`src/rtl/core/prx_pkg.sv`:
```
package prx_pkg;

	// Sizes
	localparam int OFFSET_BITS    = 48;
	localparam int MAX_MIN_RUN    = 63;
	localparam int RUN_CAPACITY   = 1024;
	localparam int RUN_BITS       = $clog2(RUN_CAPACITY);
	localparam int MIN_BITS       = 6;
	localparam int PREFIX_DEPTH   = MAX_MIN_RUN;
	localparam int PREFIX_ABITS   = $clog2(PREFIX_DEPTH);
	localparam int CHAR_BITS      = 7;

	// Printable character range
	localparam logic [7:0] CHAR_LO = 8'd32;
	localparam logic [7:0] CHAR_HI = 8'd126;

	// Longest run length that is still counted
	localparam logic [RUN_BITS-1:0] RUN_CAP = RUN_BITS'(RUN_CAPACITY - 1);

	// Configuration register indexes
	localparam logic [1:0] CFG_MIN_RUN     = 2'd0;
	localparam logic [1:0] CFG_ENCODING    = 2'd1;
	localparam logic [1:0] CFG_BASE_OFFSET = 2'd2;

	// Unit encodings; codes 6 and 7 fall back to 8-bit
	typedef enum logic [2:0] {
		ENC_7BIT = 3'd0,
		ENC_8BIT = 3'd1,
		ENC_16LE = 3'd2,
		ENC_16BE = 3'd3,
		ENC_32LE = 3'd4,
		ENC_32BE = 3'd5
	} enc_t;

	localparam logic [MIN_BITS-1:0] MIN_RUN_RESET = MIN_BITS'(4);

	// Result kinds
	localparam logic KIND_CHAR = 1'b0;
	localparam logic KIND_END  = 1'b1;

	// Output sequencer states
	typedef enum logic [1:0] {
		ST_IDLE,
		ST_BURST,
		ST_CHAR,
		ST_TERM
	} emit_state_t;

	// What one accepted byte asks the output side to deliver
	typedef struct packed {
		logic                    burst;     // replay the stored prefix first
		logic [PREFIX_ABITS-1:0] burst_len; // prefix characters to replay
		logic                    chr;       // current character follows
		logic [CHAR_BITS-1:0]    ch;
		logic                    term;      // end marker closes the beat list
		logic [OFFSET_BITS-1:0]  start;     // run start after this byte
	} prx_job_t;

endpackage

```
`src/rtl/core/prx_prefix_ram.sv`:
```
module prx_prefix_ram import prx_pkg::*; (
	input  logic                    clk,
	input  logic                    wr_en,
	input  logic [PREFIX_ABITS-1:0] wr_addr,
	input  logic [CHAR_BITS-1:0]    wr_data,
	input  logic [PREFIX_ABITS-1:0] rd_addr,
	output logic [CHAR_BITS-1:0]    rd_data
);

	logic [CHAR_BITS-1:0] mem [PREFIX_DEPTH];

	// One write port, one registered read port
	always_ff @(posedge clk) begin
		if (wr_en) begin
			mem[wr_addr] <= wr_data;
		end
		rd_data <= mem[rd_addr];
	end

endmodule

```
`src/rtl/core/prx_scan.sv`:
```
module prx_scan import prx_pkg::*; (
	input  logic                    clk,
	input  logic                    arst_n,
	// configuration
	input  logic                    cfg_wr,
	input  logic [1:0]              cfg_index,
	input  logic [OFFSET_BITS-1:0]  cfg_data,
	// byte stream
	input  logic                    accept,
	input  logic [7:0]              byte_value,
	input  logic                    end_of_range,
	// prefix store write port
	output logic                    wr_en,
	output logic [PREFIX_ABITS-1:0] wr_addr,
	output logic [CHAR_BITS-1:0]    wr_data,
	// work for the output side
	output logic                    job_valid,
	output prx_job_t                job
);

	logic [MIN_BITS-1:0]    min_len_q;
	enc_t                   enc_q;
	logic [OFFSET_BITS-1:0] base_q;

	logic [23:0]            unit_bytes_q, unit_bytes_d;
	logic [1:0]             phase_q, phase_d;
	logic [OFFSET_BITS-1:0] count_q, count_d;
	logic [RUN_BITS-1:0]    run_len_q, run_len_d;
	logic [OFFSET_BITS-1:0] run_start_q, run_start_d;

	logic [2:0]             usize;
	logic                   complete;
	logic [31:0]            full;
	logic [7:0]             c;
	logic                   rest_zero;
	logic                   ok_unit;
	logic [MIN_BITS-1:0]    m;
	logic [RUN_BITS-1:0]    m_run;
	logic [RUN_BITS-1:0]    nl;
	logic [OFFSET_BITS-1:0] ustart;

	// Configuration registers
	always_ff @(posedge clk or negedge arst_n) begin
		if (!arst_n) begin
			min_len_q <= MIN_RUN_RESET;
			enc_q     <= ENC_8BIT;
			base_q    <= '0;
		end else if (cfg_wr) begin
			unique case (cfg_index)
				CFG_MIN_RUN:     min_len_q <= cfg_data[MIN_BITS-1:0];
				CFG_ENCODING:    enc_q     <= enc_t'(cfg_data[2:0]);
				CFG_BASE_OFFSET: base_q    <= cfg_data;
				default: ;
			endcase
		end
	end

	// Unit size and completion
	always_comb begin
		unique case (enc_q)
			ENC_16LE, ENC_16BE: usize = 3'd2;
			ENC_32LE, ENC_32BE: usize = 3'd4;
			default:            usize = 3'd1;
		endcase
	end

	assign complete = ({1'b0, phase_q} + 3'd1) >= usize;
	assign full     = {unit_bytes_q, byte_value};

	// Decode the unit from the newest bytes
	always_comb begin
		unique case (enc_q)
			ENC_16LE: begin
				c         = full[15:8];
				rest_zero = (full[7:0] == 8'd0);
			end
			ENC_16BE: begin
				c         = full[7:0];
				rest_zero = (full[15:8] == 8'd0);
			end
			ENC_32LE: begin
				c         = full[31:24];
				rest_zero = (full[23:0] == 24'd0);
			end
			ENC_32BE: begin
				c         = full[7:0];
				rest_zero = (full[31:8] == 24'd0);
			end
			default: begin
				c         = byte_value;
				rest_zero = 1'b1;
			end
		endcase
	end

	assign ok_unit = rest_zero && (c >= CHAR_LO) && (c <= CHAR_HI);

	// Effective minimum: zero means one, capped at the prefix depth
	always_comb begin
		m = (min_len_q == '0) ? MIN_BITS'(1) : min_len_q;
		if (m > MIN_BITS'(MAX_MIN_RUN)) begin
			m = MIN_BITS'(MAX_MIN_RUN);
		end
	end

	assign m_run  = RUN_BITS'(m);
	assign nl     = run_len_q + RUN_BITS'(1);
	assign ustart = base_q + count_q - OFFSET_BITS'(usize - 3'd1);

	// Run tracking and job build
	always_comb begin
		unit_bytes_d  = unit_bytes_q;
		phase_d       = phase_q;
		count_d       = count_q;
		run_len_d     = run_len_q;
		run_start_d   = run_start_q;
		wr_en         = 1'b0;
		job           = '0;
		job.burst_len = PREFIX_ABITS'(m - MIN_BITS'(1));
		job.ch        = c[CHAR_BITS-1:0];
		if (accept) begin
			if (complete) begin
				if (ok_unit) begin
					if (run_len_q == '0) begin
						run_start_d = ustart;
					end
					if (run_len_q < RUN_CAP) begin
						if (nl < m_run) begin
							wr_en = 1'b1;
						end else if (nl == m_run) begin
							job.burst = (m != MIN_BITS'(1));
							job.chr   = 1'b1;
						end else begin
							job.chr = 1'b1;
						end
						run_len_d = nl;
					end
				end else begin
					if (run_len_q >= m_run) begin
						job.term = 1'b1;
					end
					run_len_d = '0;
				end
				phase_d = '0;
			end else begin
				phase_d = phase_q + 2'd1;
			end
			unit_bytes_d = full[23:0];
			count_d      = count_q + OFFSET_BITS'(1);
			// range end closes the run and drops a partial unit
			if (end_of_range) begin
				if (run_len_d >= m_run) begin
					job.term = 1'b1;
				end
				run_len_d = '0;
				phase_d   = '0;
				count_d   = '0;
			end
		end
		job.start = run_start_d;
	end

	assign job_valid = accept;
	assign wr_addr   = run_len_q[PREFIX_ABITS-1:0];
	assign wr_data   = c[CHAR_BITS-1:0];

	always_ff @(posedge clk or negedge arst_n) begin
		if (!arst_n) begin
			unit_bytes_q <= '0;
			phase_q      <= '0;
			count_q      <= '0;
			run_len_q    <= '0;
			run_start_q  <= '0;
		end else begin
			unit_bytes_q <= unit_bytes_d;
			phase_q      <= phase_d;
			count_q      <= count_d;
			run_len_q    <= run_len_d;
			run_start_q  <= run_start_d;
		end
	end

endmodule

```
`src/rtl/core/prx_emit.sv`:
```
module prx_emit import prx_pkg::*; (
	input  logic                    clk,
	input  logic                    arst_n,
	// work from the scanner
	input  logic                    job_valid,
	input  prx_job_t                job,
	output logic                    busy,
	// prefix store read port
	output logic [PREFIX_ABITS-1:0] rd_addr,
	input  logic [CHAR_BITS-1:0]    rd_data,
	// result channel
	output logic                    result_valid,
	input  logic                    result_stall,
	output logic                    kind,
	output logic [CHAR_BITS-1:0]    character,
	output logic [OFFSET_BITS-1:0]  run_offset,
	output logic                    last
);

	emit_state_t             state_q, state_d;
	logic [PREFIX_ABITS-1:0] idx_q, idx_d;
	logic [PREFIX_ABITS-1:0] len_q;
	logic [CHAR_BITS-1:0]    ch_q;
	logic                    term_q;

	logic                    out_valid_q;
	logic                    kind_q;
	logic [CHAR_BITS-1:0]    char_q;
	logic [OFFSET_BITS-1:0]  start_q;
	logic                    last_q;

	logic                    slot_free;
	logic                    load;
	logic                    ld_kind;
	logic [CHAR_BITS-1:0]    ld_char;
	logic                    ld_last;

	assign slot_free = !out_valid_q || !result_stall;
	// new byte only when idle and the output register can take a beat now
	assign busy      = (state_q != ST_IDLE) || !slot_free;

	// Sequencer: next state and output register load
	always_comb begin
		state_d = state_q;
		idx_d   = idx_q;
		load    = 1'b0;
		ld_kind = KIND_CHAR;
		ld_char = '0;
		ld_last = 1'b0;
		rd_addr = '0;
		unique case (state_q)
			ST_IDLE: begin
				if (job_valid) begin
					priority if (job.burst) begin
						state_d = ST_BURST;
						idx_d   = '0;
					end else if (job.chr) begin
						load    = 1'b1;
						ld_char = job.ch;
						ld_last = !job.term;
						state_d = job.term ? ST_TERM : ST_IDLE;
					end else if (job.term) begin
						load    = 1'b1;
						ld_kind = KIND_END;
						ld_last = 1'b1;
					end else begin
						// byte with nothing to deliver
						state_d = ST_IDLE;
					end
				end
			end
			ST_BURST: begin
				rd_addr = idx_q;
				if (slot_free) begin
					load    = 1'b1;
					ld_char = rd_data;
					// fetch the next entry so the registered read has it ready in the next cycle
					rd_addr = idx_q + PREFIX_ABITS'(1);
					idx_d   = idx_q + PREFIX_ABITS'(1);
					if (idx_q == len_q - PREFIX_ABITS'(1)) begin
						state_d = ST_CHAR;
					end
				end
			end
			ST_CHAR: begin
				if (slot_free) begin
					load    = 1'b1;
					ld_char = ch_q;
					ld_last = !term_q;
					state_d = term_q ? ST_TERM : ST_IDLE;
				end
			end
			ST_TERM: begin
				if (slot_free) begin
					load    = 1'b1;
					ld_kind = KIND_END;
					ld_last = 1'b1;
					state_d = ST_IDLE;
				end
			end
		endcase
	end

	always_ff @(posedge clk or negedge arst_n) begin
		if (!arst_n) begin
			state_q     <= ST_IDLE;
			idx_q       <= '0;
			out_valid_q <= 1'b0;
		end else begin
			state_q <= state_d;
			idx_q   <= idx_d;
			if (load) begin
				out_valid_q <= 1'b1;
			end else if (!result_stall) begin
				out_valid_q <= 1'b0;
			end
		end
	end

	// Job payload held for the later beats
	always_ff @(posedge clk) begin
		if (job_valid) begin
			len_q   <= job.burst_len;
			ch_q    <= job.ch;
			term_q  <= job.term;
			start_q <= job.start;
		end
		if (load) begin
			kind_q <= ld_kind;
			char_q <= ld_char;
			last_q <= ld_last;
		end
	end

	assign result_valid = out_valid_q;
	assign kind         = kind_q;
	assign character    = char_q;
	assign run_offset   = start_q;
	assign last         = last_q;

	// Checks
	a_job_when_idle: assert property (@(posedge clk) disable iff (!arst_n)
		job_valid |-> state_q == ST_IDLE)
		else $error("byte taken while sequencer busy");

	a_job_slot_free: assert property (@(posedge clk) disable iff (!arst_n)
		job_valid |-> slot_free)
		else $error("byte taken while a stalled beat is pending");

	a_burst_in_range: assert property (@(posedge clk) disable iff (!arst_n)
		state_q == ST_BURST |-> idx_q < len_q)
		else $error("prefix replay index past prefix length");

	a_char_after_burst: assert property (@(posedge clk) disable iff (!arst_n)
		state_q == ST_CHAR |-> $past(state_q) == ST_BURST || $past(state_q) == ST_CHAR)
		else $error("held character state entered without prefix replay");

endmodule

```
`src/rtl/core/printable_run_extractor_top.sv`:
```
// Printable run extractor: takes one byte per cycle while byte_stall is low, groups bytes
// into 1, 2 or 4 byte units by the encoding register and reports runs of printable units as
// character beats followed by an end beat, each tagged with the run's start offset. A byte
// giving a character and an end beat delivers the character beat, then the end beat. The
// byte that brings a run to the minimum length replays the held prefix from the prefix
// memory, one entry per cycle through its single read port while the result side does not
// stall, then delivers its own character (and an end beat when the range also ends there).
// Result stalls hold the input once the output register is full. No clearing pass is needed
// after reset.
module printable_run_extractor_top import prx_pkg::*; (
	input  logic                   clk,
	input  logic                   arst_n,
	// configuration writes
	input  logic                   cfg_valid,
	output logic                   cfg_ready,
	input  logic [1:0]             cfg_index,
	input  logic [OFFSET_BITS-1:0] cfg_data,
	// byte stream
	input  logic                   byte_valid,
	output logic                   byte_stall,
	input  logic [7:0]             byte_value,
	input  logic                   end_of_range,
	// results
	output logic                   result_valid,
	input  logic                   result_stall,
	output logic                   kind,
	output logic [CHAR_BITS-1:0]   character,
	output logic [OFFSET_BITS-1:0] run_offset,
	output logic                   last
);

	logic                    accept;
	logic                    busy;
	logic                    job_valid;
	prx_job_t                job;
	logic                    wr_en;
	logic [PREFIX_ABITS-1:0] wr_addr;
	logic [CHAR_BITS-1:0]    wr_data;
	logic [PREFIX_ABITS-1:0] rd_addr;
	logic [CHAR_BITS-1:0]    rd_data;

	assign cfg_ready  = 1'b1;
	assign byte_stall = busy;
	assign accept     = byte_valid && !busy;

	prx_scan u_scan (
		.clk          (clk),
		.arst_n       (arst_n),
		.cfg_wr       (cfg_valid && cfg_ready),
		.cfg_index    (cfg_index),
		.cfg_data     (cfg_data),
		.accept       (accept),
		.byte_value   (byte_value),
		.end_of_range (end_of_range),
		.wr_en        (wr_en),
		.wr_addr      (wr_addr),
		.wr_data      (wr_data),
		.job_valid    (job_valid),
		.job          (job)
	);

	prx_prefix_ram u_prefix (
		.clk     (clk),
		.wr_en   (wr_en),
		.wr_addr (wr_addr),
		.wr_data (wr_data),
		.rd_addr (rd_addr),
		.rd_data (rd_data)
	);

	prx_emit u_emit (
		.clk          (clk),
		.arst_n       (arst_n),
		.job_valid    (job_valid),
		.job          (job),
		.busy         (busy),
		.rd_addr      (rd_addr),
		.rd_data      (rd_data),
		.result_valid (result_valid),
		.result_stall (result_stall),
		.kind         (kind),
		.character    (character),
		.run_offset   (run_offset),
		.last         (last)
	);

endmodule
```
`config.mk`:
```
export PLATFORM = sky130hd
export DESIGN_NAME = printable_run_extractor_top
export DESIGN_NICKNAME = d
export VERILOG_FILES = /design/src/rtl/core/prx_pkg.sv /design/src/rtl/core/prx_prefix_ram.sv /design/src/rtl/core/prx_scan.sv /design/src/rtl/core/prx_emit.sv /design/src/rtl/core/printable_run_extractor_top.sv
export SDC_FILE = /design/constraint.sdc
export NUM_CORES = 1
export LEC_CHECK = 0
export BUFFER_PORTS_ARGS = -buffer_cell sky130_fd_sc_hd__buf_2
export CAP_MARGIN = 20
export CORE_MARGIN = 2
export CORE_UTILIZATION = 63
export CTS_CLUSTER_SIZE = 25
export DETAILED_ROUTE_END_ITERATION = 8
export PLACE_DENSITY_LB_ADDON = 0.15
export SETUP_SLACK_MARGIN = 0.1
export SLEW_MARGIN = 20
export SYNTH_ARGS = -nofsm -noshare
export SYNTH_HDL_FRONTEND = slang
export SYNTH_SLANG_ARGS = --single-unit
```
`constraint.sdc`:
```
create_clock -name clk -period 13.6 [get_ports clk]
set_input_delay 0 -clock clk [delete_from_list [all_inputs] [get_ports clk]]
set_output_delay 0 -clock clk [all_outputs]
set_load 0.02 [all_outputs]
```
==> results of run 1 <==
==> metal layers <==
metal / routed length [um] / up-vias / global-route usage, %
li1: - / 9574 / -
met1: 31690 / 10530 / 39.91
met2: 36580 / 890 / 45.98
met3: 5890 / 157 / 5.847
met4: 2186 / 0 / 8.857
met5: 0 / - / 0
==> sequential cells by signal, indices dropped and copies added, names as in the netlist, 7 cells and up <==
name and flops:
u_emit.run_offset 48, u_emit.ch_q 7, u_prefix.rd_data 7, u_emit.character 7, u_scan.run_len_q 10, u_scan.unit_bytes_q 24, u_scan.count_q 48, u_scan.run_start_q 48
u_prefix.mem 441, u_scan.base_q 48
==> final timing paths <==
| kind | startpoint | to | cells past startpoint |
|---|---|---|---|
| max reg2reg | u_scan.enc_q[2] | u_emit.character[6] | 19 |
| min in group asynchronous | arst_n | u_scan.run_start_q[20] | 3 |
| min | byte_valid | u_scan.run_len_q[4] | 4 |
| min reg2reg | u_scan.run_start_q[28] | u_scan.run_start_q[28] | 2 |
| max | u_scan.enc_q[2] | u_emit.character[6] | 19 |
| max in group asynchronous | arst_n | u_scan.run_start_q[8] | 5 |
==> worst reg2reg max path, stage by stage (launching register included) <==
cell       delay, ns
dfrtp_1         0.39
nor2b_1         0.27
o21ai_2         0.75
o2bb2ai_4       0.17
buf_4           0.61
nand4_1         0.17
o221ai_1        0.26
and2_1          0.43
nor2_1          0.11
ha_1            0.30
a21o_1          0.11
a21o_1          0.11
a21oi_1         0.06
o21ai_0         0.21
o21ai_2         0.11
a21oi_4         0.19
inv_1           0.06
ha_1            0.16
or3_1           0.40
a21oi_1         0.69
==> power by group through the flow <==
| stage | clock network (mW) | logic [mW] | registers, mW |
|---|---|---|---|
| after floorplan | 0 | 0.901 | 2.91 |
| after global placement | 0 | 1.34 | 2.84 |
| after detailed placement | 0 | 1.38 | 2.85 |
| after CTS | 2.03 | 1.41 | 2.81 |
| after global routing | 2.12 | 1.57 | 2.83 |
| final | 2.01 | 1.42 | 2.82 |
==> synth_stat cells, types with 58 or more instances <==
cell type  instances  area share, %
ha_1             130            4.9
o21ai_0           96            1.5
a21oi_1           88            1.3
inv_1            215            2.4
mux2_2            58            2.0
nand3_1           72            1.1
clkbuf_1          83           0.94
mux4_2           105            7.1
dfrtp_1          196             15
edfxtp_1         512             46
nand2_1          325            3.7
xnor2_1           80            2.1
nor2_1           184            2.1
==> area by class of cell <==
| cell class | count | area (um2) |
|---|---|---|
| Sequential cell | 717 | 20470 |
| Fill cell | 3321 | 14130 |
| Multi-Input combinational cell | 1503 | 11490 |
| Clock buffer | 86 | 1927 |
| Timing Repair Buffer | 211 | 1465 |
| Tap cell | 680 | 850.8 |
| Inverter | 217 | 815.8 |
| Clock inverter | 46 | 464.2 |
==> cell families (layout without fill, tap and decap cells) <==
| logic type | after synthesis | count (layout) | synth area share (%) |
|---|---|---|---|
| buf+inv | 335 | 560 | 3.903 |
| flops | 717 | 717 | 61.89 |
| simple gates | 723 | 723 | 9.732 |
| compound gates | 367 | 367 | 7.179 |
| fa+ha+maj | 132 | 132 | 5.038 |
| mux | 166 | 166 | 9.229 |
| other cells | 1 | 1 | 0.01134 |
| xor+xnor | 114 | 114 | 3.018 |
==> metrics by stage <==
step | worst slack [ns] | cells
final | 7.632 | 3460
after global routing | 7.203 | 3460
after CTS | 7.630 | 3460
after detailed placement | 7.680 | 3261
after global placement | 7.907 | 3261
after floorplan | 7.474 | 2555
==> results.py, run 1 <==
metrics = {
    "place": {
        "gp_congestion": 0.9150,
        "dpl.hpwl_um": 47330,
        "placed_cell_area_um2": 34410,
        "port_buffers": 122,
    },
    "grt": {
        "antenna_found_initial": 0,
        "first_global_vias": 21080,
        "overflow": 0,
        "grt_pass1_wl_um": 117900,
        "grt_usage_pct": 28.64,
        "grt_max_degree": 92,
    },
    "timing": {
        "setup_viol": 0,
        "rsz0062_at_grt": "false",
        "finClkSkew_ns": 0.02660,
        "slew_violations": 0,
        "setup_tns_ns": 0,
        "relSlewSlack_pct": 25.02,
        "tightest_slew_ns": 1.125,
        "post-route-min-period_ns": 5.968,
        "worst_hold_slack_ns": 0.03698,
        "max_freq_ghz": 0.1676,
        "post-route-period-util_pct": 43.88,
        "hold_viol_final": 0,
    },
    "die": {
        "die_w_um": 233.1,
        "dieArea_um2": 54360,
        "fp-row-count": 83,
        "ios": 124,
        "core_area_um2": 51610,
        "initial_core_util_pct": 64.09,
        "die_y_um": 233.1,
    },
    "power": {
        "pwr-share-seq_pct": 45.1,
        "leakage_nw": 14.81,
        "power_mw": 6.243,
        "p_comb_share_pct": 22.7,
        "ir_drop_mv": 0.1405,
        "p_sw_share_pct": 29.97,
        "pwr-share-clk_pct": 32.2,
        "internal_power_mw": 4.372,
        "powerDensity_nw_per_um2": 166.6,
        "p_switching_mw": 1.871,
    },
    "clock_network": {
        "clk_pin_slew_ns": 0.07,
        "h-tree-depth": 3,
        "clockBufferDepth": 3,
        "post-cts-setup-buffers": 0,
        "cts_resized": 0,
        "ctsHoldBuffers": 67,
        "clock_latency_ns": 0.62,
        "clkSinkCount": 717,
        "cts_buffers": 74,
        "cts_tree": "built",
        "clockRootBuffer": "clkbuf_16",
    },
    "critical_path": {
        "crit_path_max_fanout": 66,
        "cp_slowest_stage_delay_ns": 0.75,
        "end_kind": "flip-flop",
        "cpLargestDelayFamily": "compound AO/OA/AOI/OAI gates",
        "r2r_slack_ns": 7.63,
        "required_ns": 13.84,
        "cp_data_arrival_time_ns": 6.20,
        "worstSetupPathType": "reg -> reg",
        "path_buf_inv": 2,
        "crit_slowest_cell": "o21ai_2",
        "crit_path_start_kind": "flip-flop",
        "path_cells": "nor2b_1, o21ai_2, o2bb2ai_4, buf_4, nand4_1, o221ai_1, and2_1, nor2_1, ha_1, a21o_1, a21o_1, a21oi_1, o21ai_0, o21ai_2, a21oi_4, inv_1, ha_1, or3_1, a21oi_1",
    },
    "route": {
        "drt_iter0_markers": 2095,
        "drcViolationCount": 0,
        "wl_per_cell_um": 22.06,
        "routed_wl_um": 76340,
        "via_per_inst": 6.114,
        "drtPass1Iterations": 5,
        "num_vias": 21150,
        "drtAntennaViolNets": 0,
    },
    "logic_synthesis": {
        "yosysWarnings": 0,
        "async_flop_share_pct": 27.62,
        "synth-edff-count": 512,
        "ys_ff_latch": 717,
        "synth-seq-area-share_pct": 61.89,
        "syn_area_um2": 33080,
        "synth.avg_cell_area_um2": 12.95,
        "synthCells": 2555,
        "synth_nets": 2751,
        "yosysUniqueCellTypes": 83,
        "synth_flop_cell": "edfxtp_1",
    },
    "layout": {
        "layout.nets": 2920,
        "final_util_pct": 72.62,
        "drive_above_1_share_pct": 16.65,
        "diodes": 0,
        "fin_area_um2": 37480,
        "final_common_cell": "edfxtp_1",
        "layout_common_cells": "512 x edfxtp_1, 322 x nand2_1, 215 x inv_1",
        "syn_to_final_growth_pct": 13.31,
    },
    "hold_path": {
        "worstHoldPathType": "in -> reg",
    },
    "run_status": {
        "status": "complete, no violations",
    },
    "run": {
        "cap_violations": 0,
    },
}
Power figures use the tool's default switching activity.
==> run 2, diff against run 1 <==
CORE_UTILIZATION = 56   (was 63)
clock period = 5.2 ns   (was 13.6 ns; I/O delays follow)
==> run 2 against run 1 <==
Sequential share of layout area shrank 0.74 points. Sequential cell count is the same. Count of clock-buffer cells in the layout rose by 9. Largest cell class unchanged. Die area rose by 12%.
==> results.py, run 2 (synthesized netlist as in run 1, its figures left out) <==
metrics = {
    "power": {
        "ir_drop_mv": 0.4406,
        "powerDensity_nw_per_um2": 437.4,
        "leakage_nw": 15.02,
    },
    "clock_network": {
        "cts_resized": 0,
        "clock_latency_ns": 0.63,
        "cts_buffers": 77,
        "clockRootBuffer": "clkbuf_16",
        "clkSinkCount": 717,
        "h-tree-depth": 3,
        "clockBufferDepth": 3,
        "clk_pin_slew_ns": 0.06,
        "cts_tree": "built",
    },
    "timing": {
        "fin_ws_ns": 0.5236,
        "slew_violations": 0,
        "setup_viol": 0,
        "tightest_slew_ns": 0.9720,
        "worst_hold_slack_ns": 0.04941,
        "relSlewSlack_pct": 35.20,
        "setup_tns_ns": 0,
        "post-route-period-util_pct": 89.93,
        "rsz0062_at_grt": "false",
        "max_freq_ghz": 0.2138,
        "hold_viol_final": 0,
        "finClkSkew_ns": 0.02779,
        "post-route-min-period_ns": 4.676,
    },
    "die": {
        "fp-row-count": 89,
        "dieArea_um2": 61030,
        "die_w_um": 247.0,
        "core_area_um2": 58690,
        "initial_core_util_pct": 56.37,
        "die_y_um": 247.0,
        "ios": 124,
    },
    "route": {
        "routed_wl_um": 75770,
        "drcViolationCount": 0,
        "via_per_inst": 5.788,
        "num_vias": 20770,
        "drtAntennaViolNets": 0,
        "wl_per_cell_um": 21.11,
        "drtPass1Iterations": 6,
        "drt_iter0_markers": 1727,
    },
    "critical_path": {
        "crit_start": "u_scan.enc_q[0]",
        "crit_path_start_kind": "flip-flop",
        "reg2regPathDepth": 21,
        "required_ns": 5.52,
        "path_cells": "inv_1, o21ai_2, buf_4, a21oi_1, nor4_1, o221ai_1, and2_1, nand2b_1, ha_1, nand2b_1, a21o_1, a21o_1, a21oi_1, o21ai_0, o21ai_2, a21oi_4, inv_1, ha_1, or3_1, a21oi_1, buf_4",
        "r2r_slack_ns": 0.52,
        "endpoint": "u_emit.character[2]",
        "cp_slowest_stage_delay_ns": 0.79,
        "path_buf_inv": 4,
        "cpLargestDelayFamily": "compound AO/OA/AOI/OAI gates",
        "crit_slowest_cell": "dfstp_2",
        "cp_data_arrival_time_ns": 4.99,
        "path_common_cell": "a21oi_1",
        "r2r-start": "u_scan.enc_q[0]",
        "end_kind": "flip-flop",
        "cp.depth": 21,
        "r2r_end": "u_emit.character[2]",
        "worstSetupPathType": "reg -> reg",
        "crit_path_max_fanout": 11,
    },
    "hold_path": {
        "worstHoldPathType": "in -> async",
    },
    "grt": {
        "overflow": 0,
        "grt_pass1_wl_um": 118300,
        "first_global_vias": 21190,
        "antenna_found_initial": 4,
        "grt_usage_pct": 25.47,
        "grt_max_degree": 104,
    },
    "layout": {
        "final_common_cell": "edfxtp_1",
        "layout_common_cells": "512 x edfxtp_1, 322 x nand2_1, 215 x inv_1",
        "nFillCells": 4343,
        "top_register": "u_prefix.mem",
        "final_util_pct": 64.75,
        "diodes": 0,
        "layout.nets": 2949,
        "drive_above_1_share_pct": 17.37,
        "syn_to_final_growth_pct": 14.87,
        "largest_reg_flops": 441,
    },
    "run_status": {
        "status": "complete, no violations",
    },
    "place": {
        "place_ws_ns": 0.5931,
        "dpl.hpwl_um": 49020,
        "gp_congestion": 0.9101,
        "port_buffers": 122,
    },
    "run": {
        "cap_violations": 0,
    },
}
-- run 2: report_power, final --
part | internal (mW) | total, mW | switching (mW)
Sequential | 7.07 | 7.38 | 0.311
Clock | 3.21 | 5.49 | 2.28
Combinational | 1.36 | 3.76 | 2.39
Total | 11.6 | 16.6 | 4.98
-- run 2: area by class of cell --
cell class                 count  area (um2)  area share, %
clock buffer                  95        2036          5.357
clock inverter                47       514.2          1.353
sequential                   717       20470          53.88
multi-input combinational   1503       11490          30.23
tap                          773       967.2          2.545
inverter                     217       815.8          2.147
timing repair buffer         237        1707          4.491
-- run 2: worst min path at each step --
stage,from,endpoint,slack [ns],cells after the start
final,arst_n,u_scan.base_q[25],0.05,2
after global routing,arst_n,u_scan.base_q[25],0.11,2
after CTS,arst_n,u_scan.base_q[25],0.06,2
after detailed placement,arst_n,u_scan.base_q[25],0.12,1
after global placement,arst_n,u_scan.base_q[25],0.12,1
after floorplan,arst_n,u_emit.idx_q[0],-0.30,0
-- run 2: metal layers --
| metal | global-route usage (%) | part of all wire, % |
|---|---|---|
| met5 | 0 | 0 |
| met4 | 6.839 | 2.2 |
| met3 | 5.209 | 7.5 |
| met2 | 41.14 | 48 |
| met1 | 35.47 | 42 |
-- run 2: repair_timing --
action                                 4_1_cts  5_1_grt
hold buffers                                69        0
setup buffers                                0        0
endpoints found under the hold margin      178        0
-- run 2: stage by stage --
| stage | power, mW | cells | cell area, um2 |
|---|---|---|---|
| after floorplan | 9.986 | 2555 | 33200 |
| after global placement | 11.10 | 3378 | 34760 |
| after detailed placement | 11.20 | 3378 | 34760 |
| after CTS | 16.74 | 3589 | 38000 |
| after global routing | 17.46 | 3589 | 38000 |
| final | 16.62 | 3589 | 38000 |
==> run 3, diff against run 2 <==
SYNTH_HIERARCHICAL = 1   (was default)
==> run 3 against run 2 <==
Hold slack gained 0.019 ns. Clock skew shrank 0.0047 ns. Power grew 11%. Sequential power grew 2.8%. Routed wire length grew 3.1%. Critical path type unchanged. Critical endpoint is now u_emit/state_q[0]. Largest cell class unchanged. Largest power group unchanged. Highest routed layer unchanged.
==> results.py, run 3 <==
metrics = {
    "run_status": {
        "status": "complete, no violations",
    },
    "timing": {
        "setup_viol": 0,
        "post-route-min-period_ns": 4.790,
        "tightest_slew_ns": 1.006,
        "max_freq_ghz": 0.2087,
        "setup_tns_ns": 0,
        "rsz0062_at_grt": "false",
        "post-route-period-util_pct": 92.12,
        "relSlewSlack_pct": 32.96,
        "hold_viol_final": 0,
        "slew_violations": 0,
        "finClkSkew_ns": 0.02308,
        "fin_ws_ns": 0.4096,
    },
    "critical_path": {
        "worstSetupPathType": "reg -> reg",
        "cp_data_arrival_time_ns": 5.29,
        "crit_path_start_kind": "flip-flop",
        "r2r_slack_ns": 0.41,
        "r2r-start": "u_scan/enc_q[0]",
        "required_ns": 5.70,
        "reg2regPathDepth": 23,
        "crit_path_max_fanout": 11,
        "end_kind": "flip-flop",
        "r2r_end": "u_emit/state_q[0]",
    },
    "die": {
        "fp-row-count": 89,
        "core_area_um2": 59130,
        "die_y_um": 249.0,
        "initial_core_util_pct": 56.83,
        "die_w_um": 249.0,
        "dieArea_um2": 61980,
        "ios": 124,
    },
    "route": {
        "drcViolationCount": 0,
        "drtAntennaViolNets": 0,
        "routed_wl_um": 78150,
        "num_vias": 21130,
        "wl_per_cell_um": 21.89,
        "drt_iter0_markers": 1793,
        "drtPass1Iterations": 5,
        "via_per_inst": 5.918,
    },
    "logic_synthesis": {
        "yosysWarnings": 6,
        "yosys.area.top_type": "edfxtp_1",
        "synth_top_family_by_area": "multiplexers",
        "synth_nets": 2734,
        "synthCells": 2537,
        "yosys-top-cells-count": "512 x edfxtp_1, 225 x inv_1, 207 x nor2_1",
        "synth_flop_cell": "edfxtp_1",
        "synthXorXnorAreaFrac_pct": 2.945,
        "synth_top_area_share_pct": 45.76,
        "synth-edff-count": 512,
        "yosys.area_share.simple_pct": 8.274,
        "synth_mux_area_share_pct": 10.63,
        "syn_area_um2": 33600,
        "ys_ff_latch": 717,
        "synth.most_common_cell": "edfxtp_1",
        "async_flop_share_pct": 27.62,
        "synth.avg_cell_area_um2": 13.24,
        "yosysUniqueCellTypes": 87,
        "synth-seq-area-share_pct": 60.92,
        "synth-compound-area-share_pct": 7.577,
        "synthAdderAreaFrac_pct": 4.997,
        "synthTopCellsByArea": "edfxtp_1 46%, dfrtp_1 15%, mux4_2 5.8%",
    },
    "layout": {
        "diodes": 0,
        "syn_to_final_growth_pct": 13.58,
        "layout.cells.non_filler": 3570,
        "layout_common_cells": "512 x edfxtp_1, 225 x inv_1, 203 x nor2_1",
        "nFillCells": 4368,
        "largest_reg_flops": 441,
        "layout.nets": 2932,
        "final_common_cell": "edfxtp_1",
        "regArea_um2": 20480,
        "multi_input_area_um2": 11640,
        "top_register": "u_prefix/mem",
        "drive_above_1_share_pct": 17.66,
    },
    "hold_path": {
        "worstHoldPathType": "in -> reg",
        "min_to": "u_emit/kind",
        "hold_depth": 4,
        "worstHoldStart": "result_stall",
    },
    "grt": {
        "grt_usage_pct": 25.34,
        "first_global_vias": 21470,
        "grt_max_degree": 127,
        "antenna_found_initial": 2,
        "grt_pass1_wl_um": 120900,
        "overflow": 0,
    },
    "place": {
        "dp.cells": 3359,
        "gp_congestion": 0.8979,
        "dpl.hpwl_um": 51540,
        "port_buffers": 122,
        "place_ws_ns": 0.2171,
    },
    "clock_network": {
        "h-tree-depth": 3,
        "cts_tree": "built",
        "cts_buffers": 76,
        "clockRootBuffer": "clkbuf_16",
        "clkSinkCount": 717,
        "clk_pin_slew_ns": 0.06,
        "clockBufferDepth": 3,
        "clock_latency_ns": 0.62,
    },
    "power": {
        "leakage_nw": 14.57,
        "ir_drop_mv": 0.3453,
        "powerDensity_nw_per_um2": 482.2,
    },
    "run": {
        "cap_violations": 0,
    },
}
==> run 3: cell types whose count changed after synthesis, sizes merged, moves of 22 or more <==
cell,before,now
a311oi,29,1
buf,35,59
mux2,59,90
mux2i,2,36
nand2,327,162
nor2,185,207
==> run 3: per-stage QoR <==
step                      total power, mW  area [um2]  hold slack (ns)  utilization, %
after floorplan                     11.44       33600          -0.2956               -
after global placement              12.96       34950          0.05754           59.11
after detailed placement            13.08       34950          0.06540           59.11
after CTS                           18.50       38130          0.02607           64.48
after global routing                19.34       38170          0.08755           64.54
final                               18.40       38170          0.06890           64.54
==> run 3: critical path, cell delays in order, from the launching register on <==
cell	delay (ns)
dfstp_4	0.69
clkbuf_4	0.22
nor2_1	0.06
a21oi_1	0.15
o221ai_1	0.22
or4b_4	0.60
a21oi_2	0.15
buf_4	0.18
a21oi_1	0.06
ha_1	0.29
a21oi_1	0.14
nor2b_1	0.06
o21ai_0	0.15
nand2b_1	0.08
a21oi_1	0.15
nor2b_1	0.07
o31ai_2	0.21
a21oi_2	0.14
ha_1	0.25
inv_1	0.05
o21ai_0	0.07
a21oi_1	0.22
o211ai_2	0.15
mux2_4	0.33
==> run 3: cells by family after synthesis <==
logic type | count (synthesis)
and+or+nand+nor | 599
AOI/OAI and AO/OA | 404
adders and majority gates | 133
muxes | 222
DFF | 717
xor gates and xnor gates | 113
other | 1
buffers and inverters | 348
==> run 3: layout make-up <==
| class | count | area share [%] |
|---|---|---|
| Clock inverter | 51 | 1.292 |
| Inverter | 226 | 2.223 |
| Tap cell | 773 | 2.534 |
| Clock buffer | 89 | 5.137 |
| Timing Repair Buffer | 242 | 4.652 |
| Multi-Input combinational cell | 1472 | 30.51 |
| Sequential cell | 717 | 53.65 |
==> run 3: worst max path at each step <==
stage	startpoint	endpoint	slack (ns)	depth (start not counted)
2_1_floorplan	u_scan/enc_q[1]	u_emit/state_q[0]	0.17	29
3_3_place_gp	u_scan/enc_q[0]	u_emit/character[0]	0.39	20
3_5_place_dp	u_scan/enc_q[0]	u_emit/character[3]	0.22	20
4_1_cts	u_scan/enc_q[0]	u_emit/character[4]	0.24	20
5_1_grt	u_scan/enc_q[1]	u_emit/state_q[0]	0.13	26
6_report	u_scan/enc_q[0]	u_emit/state_q[0]	0.41	23
==> run 3: repair_timing <==
| action | 4_1_cts | 5_1_grt |
|---|---|---|
| hold buffers | 70 | 0 |
| endpoints found under the setup margin | 0 | 11 |
| gates resized for setup | 0 | 7 |
| endpoints found under the hold margin | 150 | 0 |
| setup buffers | 0 | 1 |
==> run 3: where the power goes <==
part | internal (mW) | total (mW) | switching, mW | leakage, nW
Combinational | 2.08 | 5.48 | 3.39 | 6.15
Clock | 3.11 | 5.33 | 2.22 | 1.19
Sequential | 7.25 | 7.59 | 0.340 | 7.24
==> run 3: layer usage <==
layer / routed length, um / track usage, % / share of wire [%]
met5: 0 / 0 / 0
met4: 2811 / 9.697 / 3.6
met3: 5448 / 4.472 / 7.0
met2: 37830 / 42.18 / 48
met1: 32060 / 33.48 / 41
